### src/design/linear_queue_duplicate_reject_macros.svh
// Assertion helpers for the duplicate-reject queue.
`ifndef LINEAR_QUEUE_DUPLICATE_REJECT_MACROS_SVH
`define LINEAR_QUEUE_DUPLICATE_REJECT_MACROS_SVH

`ifndef SYNTHESIS
`define LQDR_ASSERT_IMPL(name, clk, rst_n, ante, cons) \
	name: assert property (@(posedge clk) disable iff (!rst_n) (ante) |-> (cons)) \
		else $error("%m: implication check failed");
`define LQDR_ASSERT_NEXT(name, clk, rst_n, ante, cons) \
	name: assert property (@(posedge clk) disable iff (!rst_n) (ante) |=> (cons)) \
		else $error("%m: next-cycle check failed");
`else
`define LQDR_ASSERT_IMPL(name, clk, rst_n, ante, cons)
`define LQDR_ASSERT_NEXT(name, clk, rst_n, ante, cons)
`endif

`endif

### src/design/lqdr_pkg.sv
`default_nettype none

package lqdr_pkg;

	localparam int DEPTH_DEFAULT = 32;
	localparam int CAP_W         = 6;
	localparam int DATA_W        = 32;

	localparam logic [CAP_W-1:0] CAP_RESET = 6'd32;

	// operation codes
	localparam logic [1:0] OP_ENQ  = 2'd0;
	localparam logic [1:0] OP_DEQ  = 2'd1;
	localparam logic [1:0] OP_DISP = 2'd2;
	localparam logic [1:0] OP_RSVD = 2'd3;

	// status codes
	localparam logic [2:0] STS_OK    = 3'd0;
	localparam logic [2:0] STS_DUP   = 3'd1;
	localparam logic [2:0] STS_OVF   = 3'd2;
	localparam logic [2:0] STS_UNF   = 3'd3;
	localparam logic [2:0] STS_SHOWN = 3'd4;
	localparam logic [2:0] STS_EMPTY = 3'd5;

	typedef struct packed {
		logic [1:0]               operation;
		logic signed [DATA_W-1:0] value;
	} lqdr_in_t;

	typedef struct packed {
		logic [2:0]               status;
		logic signed [DATA_W-1:0] element;
		logic                     last;
	} lqdr_out_t;

	typedef enum logic [1:0] {
		ST_IDLE,
		ST_SINGLE,
		ST_WALK
	} lqdr_state_t;

endpackage

`default_nettype wire

### src/design/lqdr_ram.sv
`default_nettype none

// Simple dual-port RAM, one write and one registered read port.
module lqdr_ram #(
	parameter int WIDTH = 32,
	parameter int DEPTH = 32
) (
	input  wire logic                     clk,
	input  wire logic                     wr_en,
	input  wire logic [$clog2(DEPTH)-1:0] wr_addr,
	input  wire logic [WIDTH-1:0]         wr_data,
	input  wire logic                     rd_en,
	input  wire logic [$clog2(DEPTH)-1:0] rd_addr,
	output logic      [WIDTH-1:0]         rd_data
);

	logic [WIDTH-1:0] mem_q [DEPTH];

	always_ff @(posedge clk) begin
		if (wr_en) begin
			mem_q[wr_addr] <= wr_data;
		end
		if (rd_en) begin
			rd_data <= mem_q[rd_addr];
		end
	end

endmodule

`default_nettype wire

### src/design/linear_queue_duplicate_reject.sv
// Channel | Direction | Handshake            | Payload
// in      | input     | in_valid / in_stall   | in_data  (operation, value)
// out     | output    | out_valid / out_stall | out_data (status, element, last)
// cfg     | input     | cfg_valid / cfg_ready | cfg_data (capacity)
//
// Dequeue, and enqueue or display on an empty queue, need no RAM read.
// Enqueue and display walk the n live entries through the one RAM read port
// and one 32-bit comparator, one entry per cycle while the output is not stalled.
// Reset (arst_n low) zeroes head and fill, returns capacity to 32 and drops
// out_valid; the RAM is not cleared, as only written slots are ever read.
// A stalled output pauses the walk; in_stall is high while a walk is active.
`default_nettype none

`include "linear_queue_duplicate_reject_macros.svh"

module linear_queue_duplicate_reject #(
	parameter int DEPTH = lqdr_pkg::DEPTH_DEFAULT
) (
	input  wire logic                              clk,
	input  wire logic                              arst_n,
	input  wire logic                              in_valid,
	output logic                                   in_stall,
	input  wire lqdr_pkg::lqdr_in_t                in_data,
	output logic                                   out_valid,
	input  wire logic                              out_stall,
	output lqdr_pkg::lqdr_out_t                    out_data,
	input  wire logic                              cfg_valid,
	output logic                                   cfg_ready,
	input  wire logic [lqdr_pkg::CAP_W-1:0]        cfg_data
);

	import lqdr_pkg::*;

	// PW holds 0..DEPTH, AW addresses the RAM
	localparam int PW   = $clog2(DEPTH + 1);
	localparam int AW   = $clog2(DEPTH);
	localparam int CMPW = (PW > CAP_W) ? PW : CAP_W;

	lqdr_state_t state_q, state_d;

	logic [CAP_W-1:0]  cap_q;
	logic [1:0]        op_q;
	logic [DATA_W-1:0] val_q;
	logic [PW-1:0]     head_q, head_d;
	logic [PW-1:0]     fill_q, fill_d;
	logic [PW-1:0]     rd_idx_q, rd_idx_d;  // next slot to read
	logic [PW-1:0]     cmp_idx_q, cmp_idx_d; // slot now in rd_data
	logic              pend_q, pend_d;      // rd_data holds an unchecked entry

	logic              out_valid_q;
	lqdr_out_t         out_data_q;
	lqdr_out_t         emit_data;
	logic              emit;
	logic              out_free;
	logic              accept;

	logic              wr_en;
	logic              rd_en;
	logic [DATA_W-1:0] rd_data;

	logic              empty;
	logic              full;
	logic              last_cmp;
	logic              match;
	logic              consume;
	logic              leaving;

	assign cfg_ready = 1'b1;
	assign in_stall  = (state_q != ST_IDLE);
	assign accept    = in_valid && (state_q == ST_IDLE);
	assign out_valid = out_valid_q;
	assign out_data  = out_data_q;
	assign out_free  = !out_valid_q || !out_stall;

	assign empty    = (head_q >= fill_q);
	// effective limit is min(capacity, DEPTH)
	assign full     = (CMPW'(fill_q) >= CMPW'(cap_q)) || (fill_q >= PW'(DEPTH));
	assign last_cmp = ((cmp_idx_q + PW'(1)) == fill_q);
	assign match    = (rd_data == val_q);

	lqdr_ram #(
		.WIDTH (DATA_W),
		.DEPTH (DEPTH)
	) u_slots (
		.clk     (clk),
		.wr_en   (wr_en),
		.wr_addr (fill_q[AW-1:0]),
		.wr_data (val_q),
		.rd_en   (rd_en),
		.rd_addr (rd_idx_q[AW-1:0]),
		.rd_data (rd_data)
	);

	always_ff @(posedge clk or negedge arst_n) begin
		if (!arst_n) begin
			state_q     <= ST_IDLE;
			cap_q       <= CAP_RESET;
			head_q      <= '0;
			fill_q      <= '0;
			rd_idx_q    <= '0;
			cmp_idx_q   <= '0;
			pend_q      <= 1'b0;
			out_valid_q <= 1'b0;
		end else begin
			state_q   <= state_d;
			head_q    <= head_d;
			fill_q    <= fill_d;
			rd_idx_q  <= rd_idx_d;
			cmp_idx_q <= cmp_idx_d;
			pend_q    <= pend_d;
			if (cfg_valid && cfg_ready) begin
				cap_q <= cfg_data;
			end
			if (emit) begin
				out_valid_q <= 1'b1;
			end else if (!out_stall) begin
				out_valid_q <= 1'b0;
			end
		end
	end

	// payload registers
	always_ff @(posedge clk) begin
		if (accept) begin
			op_q  <= in_data.operation;
			val_q <= in_data.value;
		end
		if (emit) begin
			out_data_q <= emit_data;
		end
	end

	always_comb begin
		state_d   = state_q;
		head_d    = head_q;
		fill_d    = fill_q;
		rd_idx_d  = rd_idx_q;
		cmp_idx_d = cmp_idx_q;
		pend_d    = pend_q;
		emit      = 1'b0;
		emit_data = '0;
		wr_en     = 1'b0;
		rd_en     = 1'b0;
		consume   = 1'b0;
		leaving   = 1'b0;

		unique case (state_q)
			ST_IDLE: begin
				pend_d = 1'b0;
				if (in_valid) begin
					unique case (in_data.operation)
						OP_ENQ, OP_DISP: begin
							if (empty) begin
								state_d = ST_SINGLE;
							end else begin
								state_d  = ST_WALK;
								rd_idx_d = head_q;
							end
						end
						OP_DEQ: begin
							state_d = ST_SINGLE;
						end
						OP_RSVD: begin
							state_d = ST_IDLE;  // no result, no change
						end
					endcase
				end
			end

			ST_SINGLE: begin
				if (out_free) begin
					state_d        = ST_IDLE;
					emit           = 1'b1;
					emit_data.last = 1'b1;
					unique case (op_q)
						OP_ENQ: begin
							if (full) begin
								emit_data.status = STS_OVF;
							end else begin
								emit_data.status = STS_OK;
								wr_en            = 1'b1;
								fill_d           = fill_q + PW'(1);
							end
						end
						OP_DEQ: begin
							if (empty) begin
								emit_data.status = STS_UNF;
							end else begin
								emit_data.status = STS_OK;
								head_d           = head_q + PW'(1);
							end
						end
						OP_DISP: begin
							emit_data.status = STS_EMPTY;
						end
						OP_RSVD: begin
							emit = 1'b0;
						end
					endcase
				end
			end

			ST_WALK: begin
				consume = pend_q && out_free;
				if (consume) begin
					if (op_q == OP_DISP) begin
						emit              = 1'b1;
						emit_data.status  = STS_SHOWN;
						emit_data.element = rd_data;
						emit_data.last    = last_cmp;
						leaving           = last_cmp;
					end else if (match) begin
						emit             = 1'b1;
						emit_data.status = STS_DUP;
						emit_data.last   = 1'b1;
						leaving          = 1'b1;
					end else if (last_cmp) begin
						// searched every live entry: append or overflow
						emit           = 1'b1;
						emit_data.last = 1'b1;
						leaving        = 1'b1;
						if (full) begin
							emit_data.status = STS_OVF;
						end else begin
							emit_data.status = STS_OK;
							wr_en            = 1'b1;
							fill_d           = fill_q + PW'(1);
						end
					end
				end

				if (leaving) begin
					state_d = ST_IDLE;
					pend_d  = 1'b0;
				end else if ((!pend_q || consume) && (rd_idx_q < fill_q)) begin
					rd_en     = 1'b1;
					rd_idx_d  = rd_idx_q + PW'(1);
					cmp_idx_d = rd_idx_q;
					pend_d    = 1'b1;
				end else if (consume) begin
					pend_d = 1'b0;
				end
			end

			default: begin
				state_d = ST_IDLE;
			end
		endcase
	end

	`LQDR_ASSERT_IMPL(a_head_le_fill, clk, arst_n, 1'b1, head_q <= fill_q)
	`LQDR_ASSERT_IMPL(a_write_only_on_ok, clk, arst_n, wr_en, emit && (emit_data.status == STS_OK))
	`LQDR_ASSERT_NEXT(a_fill_steps_by_one, clk, arst_n, 1'b1, (fill_q - $past(fill_q)) <= PW'(1))
	`LQDR_ASSERT_IMPL(a_read_in_walk, clk, arst_n, rd_en, (state_q == ST_WALK) && (rd_idx_q < fill_q))

endmodule

`default_nettype wire

### config.mk
export PLATFORM = sky130hd
export DESIGN_NAME = linear_queue_duplicate_reject
export DESIGN_NICKNAME = d
export VERILOG_FILES = /design/src/design/lqdr_pkg.sv /design/src/design/lqdr_ram.sv /design/src/design/linear_queue_duplicate_reject.sv
export VERILOG_INCLUDE_DIRS = /design/src /design/src/design
export SDC_FILE = /design/constraint.sdc
export NUM_CORES = 1
export LEC_CHECK = 0
export CAP_MARGIN = 5
export CORE_UTILIZATION = 25
export DETAILED_ROUTE_END_ITERATION = 10
export DONT_BUFFER_PORTS = 1
export PLACE_DENSITY = 0.41
export SYNTH_ARGS = -nofsm -noshare
export SYNTH_HDL_FRONTEND = slang
export SYNTH_SLANG_ARGS = --single-unit
### constraint.sdc
create_clock -name clk -period 17.4 [get_ports clk]
set_clock_uncertainty 0.05 [all_clocks]
set_input_delay 1.74 -clock clk [delete_from_list [all_inputs] [get_ports clk]]
set_output_delay 1.74 -clock clk [all_outputs]
set_load 0.02 [all_outputs]
## Word level (Yosys, flattened, before mapping)

Memories as Yosys holds them, arrays and structs flattened. A register that Yosys moved wholly into a read port is not among the register bits.
Index checks and enable logic that the tools add are counted.
W data, S select, Z words.

- Logic and storage cells: 132
- Input bits: 45
- Memories: 1
- Output and inout port bits: 39
- Memory bits (writable): 1024
- Memory bits (read-only): 0
- Latch bits: 0
- Flip-flop bits (word level): 104

Memories:

| name | words | width | read ports | clocked after memory_dff | wr ports | RTL line | RTL |
|---|---|---|---|---|---|---|---|
| u_slots.mem_q | 32 | 32 | 1 | 1 | 1 | lqdr_ram.sv:17 | `logic [WIDTH-1:0] mem_q [DEPTH];` |

- $add $sub $neg: 4
- $lt $le $gt $ge: 4
- Bitwise logic cells: 2
- Multiplexer cells: 61
- $mul: 0
- Shift-type cells: 0
- Equal/unequal tests: 24
- Div/mod/pow operators: 0
- Reduce and logical (&&, ||, !) cells: 23

Operators with widths:

| cell | number |
|---|---|
| $mux W6 | 12 |
| $mux W36 | 1 |
| $eq A32 B32 Y1 | 1 |
| $mux W32 | 1 |
| $mux W1 | 27 |
| $add A6 B1 Y6 const B | 4 |
| $pmux W6 S2 | 2 |
| $ne A2 B2 Y1 const B | 10 |
| $ge A6 B6 Y1 | 2 |
| $mux W2 | 6 |
| $mux W3 | 4 |
| $pmux W2 S3 | 2 |
| $eq A2 B2 Y1 const B | 5 |
| $pmux W3 S3 | 1 |
| $reduce_and A3 Y1 | 3 |
| $pmux W1 S2 | 4 |
| $reduce_and A7 Y1 | 1 |
| $eq A2 B1 Y1 const B | 3 |
| $eq A6 B6 Y1 | 1 |
| $ge A6 B6 Y1 const B | 1 |
| $logic_not A2 Y1 | 3 |
| $lt A6 B6 Y1 | 1 |
| $ne A2 B1 Y1 const B | 3 |
| $pmux W3 S2 | 1 |
| 10 further kinds | 19 |

## Longest topological paths before layout

Gate-level depths: netlist (run 1).

- Word-level depth: 10
- Mapped depth: 11
- Depth with buffers taken out: 9

## Hierarchy

From an unflattened synthesis (run 1), not the netlist that was laid out.

- Cells, all modules: 2655
- Area total of the unflattened synthesis: 45831.5 sq um

Modules (own cells, without submodules):

| module | cells an instance | seq. area each (sq um) | area an instance (sq um) | instances |
|---|---|---|---|---|
| lqdr_ram | 2260 | 31710.4 | 40812.9 | 1 |
| linear_queue_duplicate_reject | 395 | 2954.1 | 5018.6 | 1 |

## Least setup slack after synthesis (run 1)

Ideal clock, no wire load.

- Path kind: in2reg
- Start: in out_stall
- End: mem u_slots.mem_q[0][0] (enable)
- Cell stages on the path: 8
- Data arrival time: 6.029 ns
- Required time: 16.848 ns
- Slack: 10.819 ns
- Path buffers: 2
- Library setup time: 0.502 ns
- Cells stage by stage: nand2_1 and3_1 clkbuf_1 nand2_1 nor3_1 nor2_1 clkbuf_1 nor4_1

- Word-level cells in the longest chain between the ends: 7
- Elaborated cells on any way between the ends: 8
- Classes of those cells: mux (5); reduce/logical (3)

RTL lines:

| item | RTL line | RTL |
|---|---|---|
| from (decl) | linear_queue_duplicate_reject.sv:25 | `input wire logic out_stall,` |
| $logic_not A1 Y1 (*) | n/a |  |
| $logic_or A1 B1 Y1 (*) | linear_queue_duplicate_reject.sv:73 | `assign out_free = !out_valid_q \|\| !out_stall;` |
| $logic_and A1 B1 Y1 | linear_queue_duplicate_reject.sv:204 | `consume = pend_q && out_free;` |
| $mux W1 | linear_queue_duplicate_reject.sv:205 | `if (consume) begin` |
| $pmux W1 S2 (*) | linear_queue_duplicate_reject.sv:147 | `unique case (state_q)` |
| $mux W1 (*) | lqdr_ram.sv:20 | `if (wr_en) begin` |
| $mux W1 (implied by the code) (*) | lqdr_ram.sv:21 | `mem_q[wr_addr] <= wr_data;` |
| to (decl) | lqdr_ram.sv:17 |  |

Mark *: on every way between the ends. The rest lies on a longest branch, timed or not.

## Worst setup path in the final report (run 1)

- Start: reg rd_idx_q[0]
- End: reg u_slots.rd_data[12] (read register of u_slots.mem_q) (data pin)

- Word-level cells in the longest chain between the ends: 5

RTL lines:

| item | RTL line | RTL |
|---|---|---|
| from (decl) | linear_queue_duplicate_reject.sv:46 | `logic [PW-1:0] rd_idx_q, rd_idx_d;` |
| from (signal assigned) | linear_queue_duplicate_reject.sv:108 | `rd_idx_q <= rd_idx_d;` |
| $lt A6 B6 Y1 | linear_queue_duplicate_reject.sv:235 | `end else if ((!pend_q \|\| consume) && (rd_idx_q < fill_q)) begin` |
| $logic_and A1 B1 Y1 | linear_queue_duplicate_reject.sv:235 |  |
| $mux W1 | linear_queue_duplicate_reject.sv:235 |  |
| $mux W1 | linear_queue_duplicate_reject.sv:232 | `if (leaving) begin` |
| $mux W1 | linear_queue_duplicate_reject.sv:147 |  |
| to (decl) | lqdr_ram.sv:14 | `output logic [WIDTH-1:0] rd_data` |

Several ways; a longest one is shown, not always the timed one.
A chain may end at the register's enable or synchronous reset.

==> impl_results.md, run 1 <==
- Total GRT Usage: 0.1510
- RR Endpoint: u_slots.rd_data[12]
- Post-Synthesis Net Count: 2,018
- DR iter-0 viols: 2,308
- Detailed Place HPWL: 85,010 um
- Die Y: 426.2 um
- GRT overflow: 0
- Net Sw Frac: 0.3228
- Register bit total from synthesis: 1,160
- MaxCap Viol Count: 0
- Worst setup SP type: flop
- Cell Pwr Density: 161.6 nW/um2
- IO Pins: 84
- Peak VDD IR: 0.1010 mV
- RSZ-0062 raised after global routing: no
- ANT nets after route: 0
- Post-synth EDFFs: 1,126
- Comb power frac: 0.268
- Antenna violations before repair: 35
- Slew HR: 0.1561
- Synthesis Warnings: 0
- Wire length per cell: 30.16 um
- Period minus WS final: 4.847 ns
- Core Area: 178,600 um2
- Fin. max-slew vios: 0
- Mapped Cells: 1,946
- Clock root cell: clkbuf_16
- Worst-Margin Slew: 1.266 ns
- Leading area contributor after synthesis: edfxtp_1
- Int Power: 5.760 mW
- Mean number of vias per cell: 4.664
- Wirelength, routed: 136,700 um
- Hold Crit Start: cap_q[5]
- CTS tree: built
- Total number of vias: 21,143
- Psw: 2.746 mW
- Vias in the first global route: 21,295
- CP arrival: 5.31 ns
- Most numerous cell in the Yosys netlist: edfxtp_1
- Required @ worst endpoint: 17.86 ns
- Type of the worst setup path: reg2reg
- Hold path depth: 2
- Cell area after synthesis: 44,990 um2
- Post_cts resized: 0
- Worst reg-to-reg setup slack: 12.55 ns
- Hold buffer count at CTS: 0
- Hold EP: cap_q[5]
- Area added between synthesis and finish: 16.96%
- Worst-path clk slew: 0.06 ns
- Drt first pass iters: 5
- Area contributors post-synth: edfxtp_1, mux4_2, dfrtp_1, mux2_2, ha_1
- Clk sinks: 1,160
- Largest net degree at the start of global routing: 94
- Mean post-synth cell area: 23.12 um2
- Async SR Flop Fraction: 0.02931
- H-tree Lvls: 4
- Final setup TNS: 0 ns
- # setup viols final: 0
- Setup Buffers After CTS: 0
- Endpoints failing hold: 0
- R2R depth: 5
- Synth top cells by count: edfxtp_1, mux4_2, clkbuf_1
- Crit-path max FO: 47
- Worst skew pair latency: 0.77 ns
- WHS: 0.4698 ns
- Outcome: finished, final reports clean
- Max Buffers Root-to-Sink: 3
- Power share of the clock group: 0.317
- Placer's final routability congestion estimate: 0.8318
- Layout cell share with drive strength beyond 1: 0.3165
- Seq/Total Area, Yosys: 0.7704
- Yosys top cell area share: 0.7515
- CP Capture Type: flop
- Die W: 426.2 um
- Hold/Removal Path Class: reg2reg
- First-pass GRT wire length: 185,800 um
- FF-to-FF Start: rd_idx_q[0]
- Synth Flop Type: edfxtp_1
- F_max: 0.2063 GHz
- Sequential share of power: 0.415
- Final period utilization: 0.2786
- Starting density of the core: 0.2519
- I/O Buffers: 0
- Final nets: 2,133
- Row cnt: 155
- CTS Buf Count: 133
- Leakage power: 16.38 nW
- Unique masters post-synth: 57
- # DRC: 0
- Area of the die: 181,700 um2
## state kept, by name (all words and copies together) (netlist names)
signal,flops
u_slots.mem_q,1024
out_data,36
u_slots.rd_data,32
val_q,32
cap_q,6
cmp_idx_q,6
fill_q,6
head_q,6
rd_idx_q,6
op_q,2
state_q,2
out_valid,1
pend_q,1
## metrics by stage
step	total power [mW]	util	worst slack, ns	instances	instance area, um2
after floorplan	4.844	-	10.82	1946	44990
after global placement	5.886	0.2709	11.75	4280	48390
after detailed placement	5.893	0.2709	11.79	4280	48390
after CTS	8.621	0.2943	12.39	4518	52570
after global routing	8.803	0.2945	12.15	4522	52600
final	8.506	0.2946	12.55	4533	52620
## metal layers
| metal | GRT usage | share of wire | vias to the layer above |
|---|---|---|---|
| li1 | - | - | 8539 |
| met1 | 0.2162 | 0.45 | 11630 |
| met2 | 0.2256 | 0.45 | 757 |
| met3 | 0.03394 | 0.065 | 199 |
| met4 | 0.04964 | 0.030 | 18 |
| met5 | 0 | 0.00092 | - |
## cells in the final DEF (no fill, tap or decap), drive strengths merged, types with 2 or more instances in the layout
| cell type | Yosys | layout |
|---|---|---|
| nand3 | 11 | 11 |
| ha | 27 | 27 |
| nor4 | 45 | 45 |
| o21a | 5 | 5 |
| a211oi | 2 | 2 |
| mux2 | 45 | 45 |
| nand2b | 4 | 4 |
| dfrtp | 33 | 33 |
| xnor2 | 12 | 12 |
| a21boi | 2 | 2 |
| clkbuf | 68 | 164 |
| o22a | 2 | 2 |
| o31a | 2 | 2 |
| mux4 | 320 | 320 |
| and2 | 2 | 2 |
| diode | 0 | 14 |
| nor3 | 7 | 7 |
| o221a | 2 | 2 |
| clkinv | 0 | 54 |
| nand2 | 28 | 28 |
| or2 | 3 | 3 |
| edfxtp | 1126 | 1126 |
| mux2i | 2 | 2 |
| nor2b | 3 | 3 |
| nand4 | 3 | 3 |
| inv | 21 | 26 |
| buf | 33 | 81 |
| o21ai | 12 | 12 |
| a21oi | 13 | 13 |
| bufinv | 0 | 7 |
| a21o | 4 | 4 |
| xor2 | 34 | 34 |
| clkinvlp | 0 | 8 |
| nor2 | 16 | 16 |
| a31oi | 3 | 3 |
| o211ai | 3 | 3 |
| and3 | 39 | 39 |
## how the worst max path moves through the flow
stage	cells past startpoint	end	startpoint
2_1_floorplan	8	u_slots.mem_q[0][0]	out_stall
3_3_place_gp	8	u_slots.mem_q[3][3]	out_stall
3_5_place_dp	8	u_slots.mem_q[2][3]	out_stall
4_1_cts	5	u_slots.rd_data[19]	rd_idx_q[0]
5_1_grt	5	u_slots.rd_data[19]	rd_idx_q[0]
6_report	5	u_slots.rd_data[12]	rd_idx_q[0]
## critical path, cell delays in order, from the launching register on
cell and delay [ns]:
dfrtp_4 1.05, buf_4 0.89, buf_4 0.95, mux4_2 0.67
mux4_2 0.54, mux2_2 0.29
## cell families after synthesis
| logic type | count (synthesis) | synth area share |
|---|---|---|
| AO/OA/AOI/OAI | 57 | 0.008482 |
| XOR/XNOR | 47 | 0.009816 |
| adder cells (fa/ha/maj) | 27 | 0.007508 |
| buffers and inverters | 122 | 0.01110 |
| flip-flops | 1160 | 0.7704 |
| multiplexers | 367 | 0.1720 |
| other | 1 | 0.00008335 |
| AND/OR/NAND/NOR | 165 | 0.02061 |
## layout make-up
type,instances,area [um2]
tap,2355,2947
clock inverter,74,694.4
timing repair buffer,81,633.1
fill,17134,126000
inverter,21,78.83
multi-input combinational,664,10070
antenna,14,35.03
clock buffer,164,3487
sequential,1160,34680
## power groups by stage
stage	Sequential [mW]	Combinational, mW	Clock (mW)
detailed placement	3.60	2.29	0
global placement	3.60	2.29	0
global route	3.55	2.38	2.87
floorplan	3.47	1.38	0
CTS	3.54	2.30	2.78
finish	3.53	2.28	2.70
No activity file was read; power rests on OpenSTA's default activity.
==> inputs of run 2 (changes only) <==
--- a/config.mk
+++ b/config.mk
@@ -10,7 +10,7 @@
 export CORE_UTILIZATION = 25
 export DETAILED_ROUTE_END_ITERATION = 10
 export DONT_BUFFER_PORTS = 1
-export PLACE_DENSITY = 0.41
+export PLACE_DENSITY = 0.43
 export SYNTH_ARGS = -nofsm -noshare
 export SYNTH_HDL_FRONTEND = slang
 export SYNTH_SLANG_ARGS = --single-unit
==> constraint.sdc (replaced) <==
create_clock -name clk -period 4.3 [get_ports clk]
set_clock_uncertainty 0.05 [all_clocks]
set_input_delay 0.43 -clock clk [delete_from_list [all_inputs] [get_ports clk]]
set_output_delay 0.43 -clock clk [all_outputs]
set_load 0.02 [all_outputs]
==> run 2 against run 1 <==
Routed wire length is 3.7% lower. Worst setup slack got worse by 12 ns. Critical path type unchanged. Cell count up 2.1%. Largest cell class unchanged.
==> impl_results.md, run 2 (synthesis gave the netlist of run 1 again) <==
- First-pass GRT wire length: 182,700 um
- Starting density of the core: 0.2519
- CP arrival: 4.25 ns
- Biggest register: u_slots.mem_q
- GRT overflow: 0
- Sequential share of power: 0.401
- Detailed Place HPWL: 85,510 um
- Comb power frac: 0.275
- Int Power: 24.01 mW
- Fill count: 17,041
- # setup viols final: 0
- Worst-Margin Slew: 0.9857 ns
- CTS tree: built
- Layout cell share with drive strength beyond 1: 0.3317
- I/O Buffers: 0
- Clk sinks: 1,160
- Type of the worst setup path: reg2reg
- Hold/Removal Path Class: in2async
- Core Area: 178,600 um2
- Worst skew pair latency: 0.76 ns
- IO Pins: 84
- Wirelength, routed: 131,600 um
- Die Y: 426.2 um
- Cell Pwr Density: 638.0 nW/um2
- DR iter-0 viols: 1,931
- Max reg flops: 1,024
- Antenna violations before repair: 32
- Crit-path max FO: 20
- Fin area: 54,280 um2
- Net Sw Frac: 0.3068
- Peak VDD IR: 0.3976 mV
- Area added between synthesis and finish: 20.63%
- Wire length per cell: 28.44 um
- Mean number of vias per cell: 4.531
- Required @ worst endpoint: 4.69 ns
- Fin. max-slew vios: 0
- Final nets: 2,235
- ANT nets after route: 0
- Power share of the clock group: 0.325
- Final period utilization: 0.8965
- Leakage power: 17.27 nW
- Area of the die: 181,700 um2
- WHS: 0.07439 ns
- Clock root cell: clkbuf_16
- CP Capture Type: flop
- Largest net degree at the start of global routing: 91
- Commonest non-fill, non-tap cells in the layout: edfxtp_1, mux4_2, clkbuf_16
- Psw: 10.62 mW
- Vias in the first global route: 21,995
- Most common cell after layout, fill and taps aside: edfxtp_1
- Period minus WS final: 3.855 ns
- Total number of vias: 20,970
- Slew HR: 0.3429
- Post-DP Area: 49,480 um2
- # DRC: 0
- Placer's final routability congestion estimate: 0.7860
- Drt first pass iters: 7
- Worst setup SP type: flop
- Endpoints failing hold: 0
- Worst-path clk slew: 0.07 ns
- F_max: 0.2594 GHz
- Max Buffers Root-to-Sink: 3
- Total GRT Usage: 0.1457
- MaxCap Viol Count: 0
- Setup Buffers After CTS: 0
- CTS Buf Count: 132
- Row cnt: 155
- RSZ-0062 raised after global routing: no
- Die W: 426.2 um
- H-tree Lvls: 4
- Outcome: finished, final reports clean
run 2: cell count changes in the layout (fill, tap and decap cells not counted), sizes merged:
cell	change
buf	+59
bufinv	+7
clkbuf	-7
clkinv	+1
clkinvlp	-3
diode	-8
dlygate4sd3	+44
inv	+2
run 2: worst paths after layout:
kind | startpoint | to | slack, ns | cells after the start
worst max-delay path | val_q[22] | u_slots.mem_q[13][2] | 0.45 | 9
worst min-delay path | arst_n | cap_q[0] | 0.07 | 2
worst max register to register | val_q[22] | u_slots.mem_q[13][2] | 0.45 | 9
worst min register to register | val_q[8] | u_slots.mem_q[0][8] | 0.47 | 0
max in group asynchronous | arst_n | cap_q[5] | 3.87 | 2
min in group clk | out_stall | pend_q | 0.13 | 3
run 2: per-layer routing:
layer / wire, um / share of wire / vias up / track usage
met5: 40 / 0.00030 / - / 0
met4: 4045 / 0.031 / 6 / 0.04827
met3: 5311 / 0.040 / 192 / 0.02561
met2: 67030 / 0.51 / 573 / 0.2507
met1: 55170 / 0.42 / 11454 / 0.1847
li1: - / - / 8745 / -
run 2: layout make-up:
type | count | area (um2) | area share
well taps | 2355 | 2947 | 0.05429
diodes | 6 | 15.01 | 0.0002766
clock inverters | 81 | 818.3 | 0.01508
repair buffers | 184 | 1904 | 0.03509
flip-flops and latches | 1160 | 34680 | 0.6390
clock buffers | 157 | 3503 | 0.06455
multi-input cells | 664 | 10330 | 0.1903
inverters | 21 | 78.83 | 0.001452
run 2: stage by stage:
step,power [mW],cells,utilization,setup WS (ns),TNS [ns]
after floorplan,19.75,1946,-,-1.225,-216.91
after global routing,35.90,4626,0.3038,0.2982,0
after detailed placement,23.81,4339,0.2770,0.4973,0
after CTS,35.23,4622,0.3038,0.4472,0
final,34.63,4628,0.3039,0.4450,0
after global placement,23.82,4339,0.2770,0.4903,0
run 2: power by group through the flow:
stage               sequential [mW]  clock [mW]  combinational (mW)
floorplan                      14.0           0                5.72
global placement               14.1           0                9.72
detailed placement             14.1           0                9.70
CTS                            13.9        11.5                9.80
global route                   13.9        11.9                10.0
finish                         13.9        11.2                9.51
run 2: worst max-delay path, stage by stage, from the launching register on:
cell and delay, ns:
edfxtp_1 0.43, xor2_1 0.20, nor4_1 0.56, nand4_1 0.45, nor2_1 0.41, nor3_1 0.18
nor2_4 0.41, buf_4 0.42, nor4_4 0.10, buf_4 0.27
run 2: what timing repair did:
action	in CTS	in global routing
hold buffers	45	0
hold endpoints to repair	80	0
gates resized for setup	0	0
==> inputs of run 3 (changes only) <==
--- a/config.mk
+++ b/config.mk
@@ -6,11 +6,13 @@
 export SDC_FILE = /design/constraint.sdc
 export NUM_CORES = 1
 export LEC_CHECK = 0
-export CAP_MARGIN = 5
+export CAP_MARGIN = 40
 export CORE_UTILIZATION = 25
+export CTS_BUF_LIST = sky130_fd_sc_hd__clkbuf_8
 export DETAILED_ROUTE_END_ITERATION = 10
 export DONT_BUFFER_PORTS = 1
 export PLACE_DENSITY = 0.43
+export RECOVER_POWER = 100
 export SYNTH_ARGS = -nofsm -noshare
 export SYNTH_HDL_FRONTEND = slang
 export SYNTH_SLANG_ARGS = --single-unit
==> run 3 against run 2 <==
The run now ends with capacitance limit, slew limit left. Worst hold slack improved by 0.062 ns. Non-clock buffer count is 6 higher. Power decreased by 6.2%. First-iteration DRC count grew 4.2%. Global-route usage grew 0.13 points. Core utilization fell by 0.75 points. Critical endpoint is now u_slots.mem_q[23][8]. Count of clock-buffer cells in the layout grew 42.
==> impl_results.md, run 3 (synthesis gave the netlist of run 1 again) <==
- Outcome: complete, but fails checks
- Failing checks: capacitance limit, slew limit
- # setup viols final: 0
- Critical Path Most Common Cell: nor3_1
- Commonest non-fill, non-tap cells in the layout: edfxtp_1, mux4_2, clkbuf_8
- Worst reg-to-reg setup slack: 0.31 ns
- Worst path bufs/invs: 2
- Vias in the first global route: 22,717
- Die Y: 426.2 um
- Crit-path slowest cell: clkbuf_2
- FF-to-FF Start: cmp_idx_q[0]
- Power share of the clock group: 0.286
- Comb power frac: 0.286
- Area of the die: 181,700 um2
- First-pass GRT wire length: 184,800 um
- RR Endpoint: u_slots.mem_q[23][8]
- Starting density of the core: 0.2519
- Int Power: 22.05 mW
- Clk sinks: 1,160
- DR iter-0 viols: 2,013
- Total Power: 32.46 mW
- F_max: 0.2505 GHz
- Clock root cell: clkbuf_8
- Drt first pass iters: 5
- Hold EP: val_q[21]
- MaxCap Viol Count: 28
- Post_cts resized: 0
- Leakage power: 16.84 nW
- Delay-heaviest family, CP: simple AND/OR/NAND/NOR gates
- Largest net degree at the start of global routing: 91
- Row cnt: 155
- Required @ worst endpoint: 4.77 ns
- Crit-path max FO: 16
- Crit path largest cell delay: 0.55 ns
- Layout cell share with drive strength beyond 1: 0.3023
- ANT nets after route: 0
- Worst setup margin: 0.3081 ns
- Cell Chain, Critical Path: ha_1 -> xor3_1 -> nor3_1 -> o21ai_0 -> or2_4 -> nor3_1 -> nor2_4 -> buf_12 -> nor4_1 -> clkbuf_2
- Wire length per cell: 28.01 um
- Biggest register: u_slots.mem_q
- Detailed Place HPWL: 85,960 um
- Total GRT Usage: 0.1470
- GRT overflow: 0
- Slew HR: -0.4348
- Worst skew pair latency: 0.92 ns
- Worst setup SP type: flop
- Worst-path clk slew: 0.06 ns
- I/O Buffers: 0
- Endpoints failing hold: 0
- Hold/Removal Path Class: in2reg
- Worst-Margin Slew: 2.152 ns
- FF+latch area: 34,680 um2
- CP Capture Type: flop
- CTS tree: built
- Area of the multi-input gates: 10,000 um2
- Core Area: 178,600 um2
- Area added between synthesis and finish: 17.65%
- CTS Buf Count: 194
- Period minus WS final: 3.992 ns
- IO Pins: 84
- Die W: 426.2 um
- Final period utilization: 0.9284
- RSZ-0062 raised after global routing: no
- R2R depth: 10
- Final nets: 2,303
- Antenna violations before repair: 31
- Fin. max-slew vios: 868
- Placer's final routability congestion estimate: 0.7860
- Psw: 10.41 mW
- CP arrival: 4.46 ns
- Most common cell after layout, fill and taps aside: edfxtp_1
- Hold path depth: 1
- Max Buffers Root-to-Sink: 3
- # DRC: 0
- H-tree Lvls: 4
- Total number of vias: 21,475
- Fill count: 17,253
- Peak VDD IR: 0.3050 mV
- Type of the worst setup path: reg2reg
- Hold Crit Start: in_data[21]
- Net Sw Frac: 0.3208
- Max reg flops: 1,024
- Sequential share of power: 0.428
- Wirelength, routed: 133,100 um
- Cell Pwr Density: 613.3 nW/um2
- Mean number of vias per cell: 4.519
- Pre-CTS setup slack: 0.5268 ns
==> run 3: how the worst max path moves through the flow <==
stage                                  endpoint  depth (start not counted)          from
after floorplan            u_slots.mem_q[26][0]                          8  cmp_idx_q[0]
after global placement     u_slots.mem_q[14][0]                          9     val_q[22]
after detailed placement   u_slots.mem_q[12][0]                         10  cmp_idx_q[0]
after CTS                 u_slots.mem_q[12][31]                         10  cmp_idx_q[0]
after global routing        u_slots.rd_data[24]                          4   rd_idx_q[0]
final                      u_slots.mem_q[23][8]                         10  cmp_idx_q[0]
==> run 3: timing repair <==
| item | 4_1_cts | 5_1_grt |
|---|---|---|
| endpoints found under the hold margin | 83 | 0 |
| hold buffers | 48 | 0 |
| setup buffers | 0 | 0 |
==> run 3: worst reg2reg max path, delay by kind of cell (launching register included) <==
| kind | cells | cell delay (ns) |
|---|---|---|
| DFF | 1 | 0.42 |
| buffers and inverters | 2 | 0.76 |
| and+or+nand+nor | 5 | 1.55 |
| AOI/OAI and AO/OA | 1 | 0.15 |
| xor gates and xnor gates | 1 | 0.42 |
| adders and majority gates | 1 | 0.23 |
==> run 3: cell type report <==
cell class              instances  share of cell area
flip-flops and latches       1160              0.6551
multi-input cells             664              0.1889
well taps                    2355             0.05566
clock buffers                 199             0.05174
repair buffers                190             0.03047
clock inverters               154             0.01621
inverters                      21            0.001489
diodes                          9           0.0004255
==> run 3: layer usage <==
| metal | up-vias | part of all wire | GRT usage |
|---|---|---|---|
| met3 | 223 | 0.042 | 0.02788 |
| li1 | 8903 | - | - |
| met5 | - | 0.00023 | 0 |
| met2 | 604 | 0.52 | 0.2611 |
| met1 | 11741 | 0.41 | 0.1828 |
| met4 | 4 | 0.025 | 0.03668 |
==> run 3: power groups by stage <==
| stage | Combinational [mW] | Clock, mW | Sequential [mW] |
|---|---|---|---|
| after CTS | 9.89 | 9.57 | 13.9 |
| after detailed placement | 9.77 | 0 | 14.1 |
| after global placement | 9.72 | 0 | 14.1 |
| after floorplan | 5.72 | 0 | 14.0 |
| after global routing | 9.84 | 10.0 | 14.0 |
| final | 9.28 | 9.27 | 13.9 |
==> run 3: stage by stage <==
| stage | setup TNS [ns] | util | std cells | hold slack, ns | instance area [um2] |
|---|---|---|---|---|---|
| final | 0 | 0.2964 | 4752 | 0.1359 | 52940 |
| after global routing | 0 | 0.2963 | 4748 | 0.05296 | 52930 |
| after CTS | 0 | 0.3003 | 4743 | 0.02282 | 53650 |
| after detailed placement | 0 | 0.2774 | 4342 | 0.08616 | 49550 |
| after global placement | 0 | 0.2770 | 4339 | 0.08603 | 49480 |
| after floorplan | -216.91 | - | 1946 | 0.08441 | 45320 |
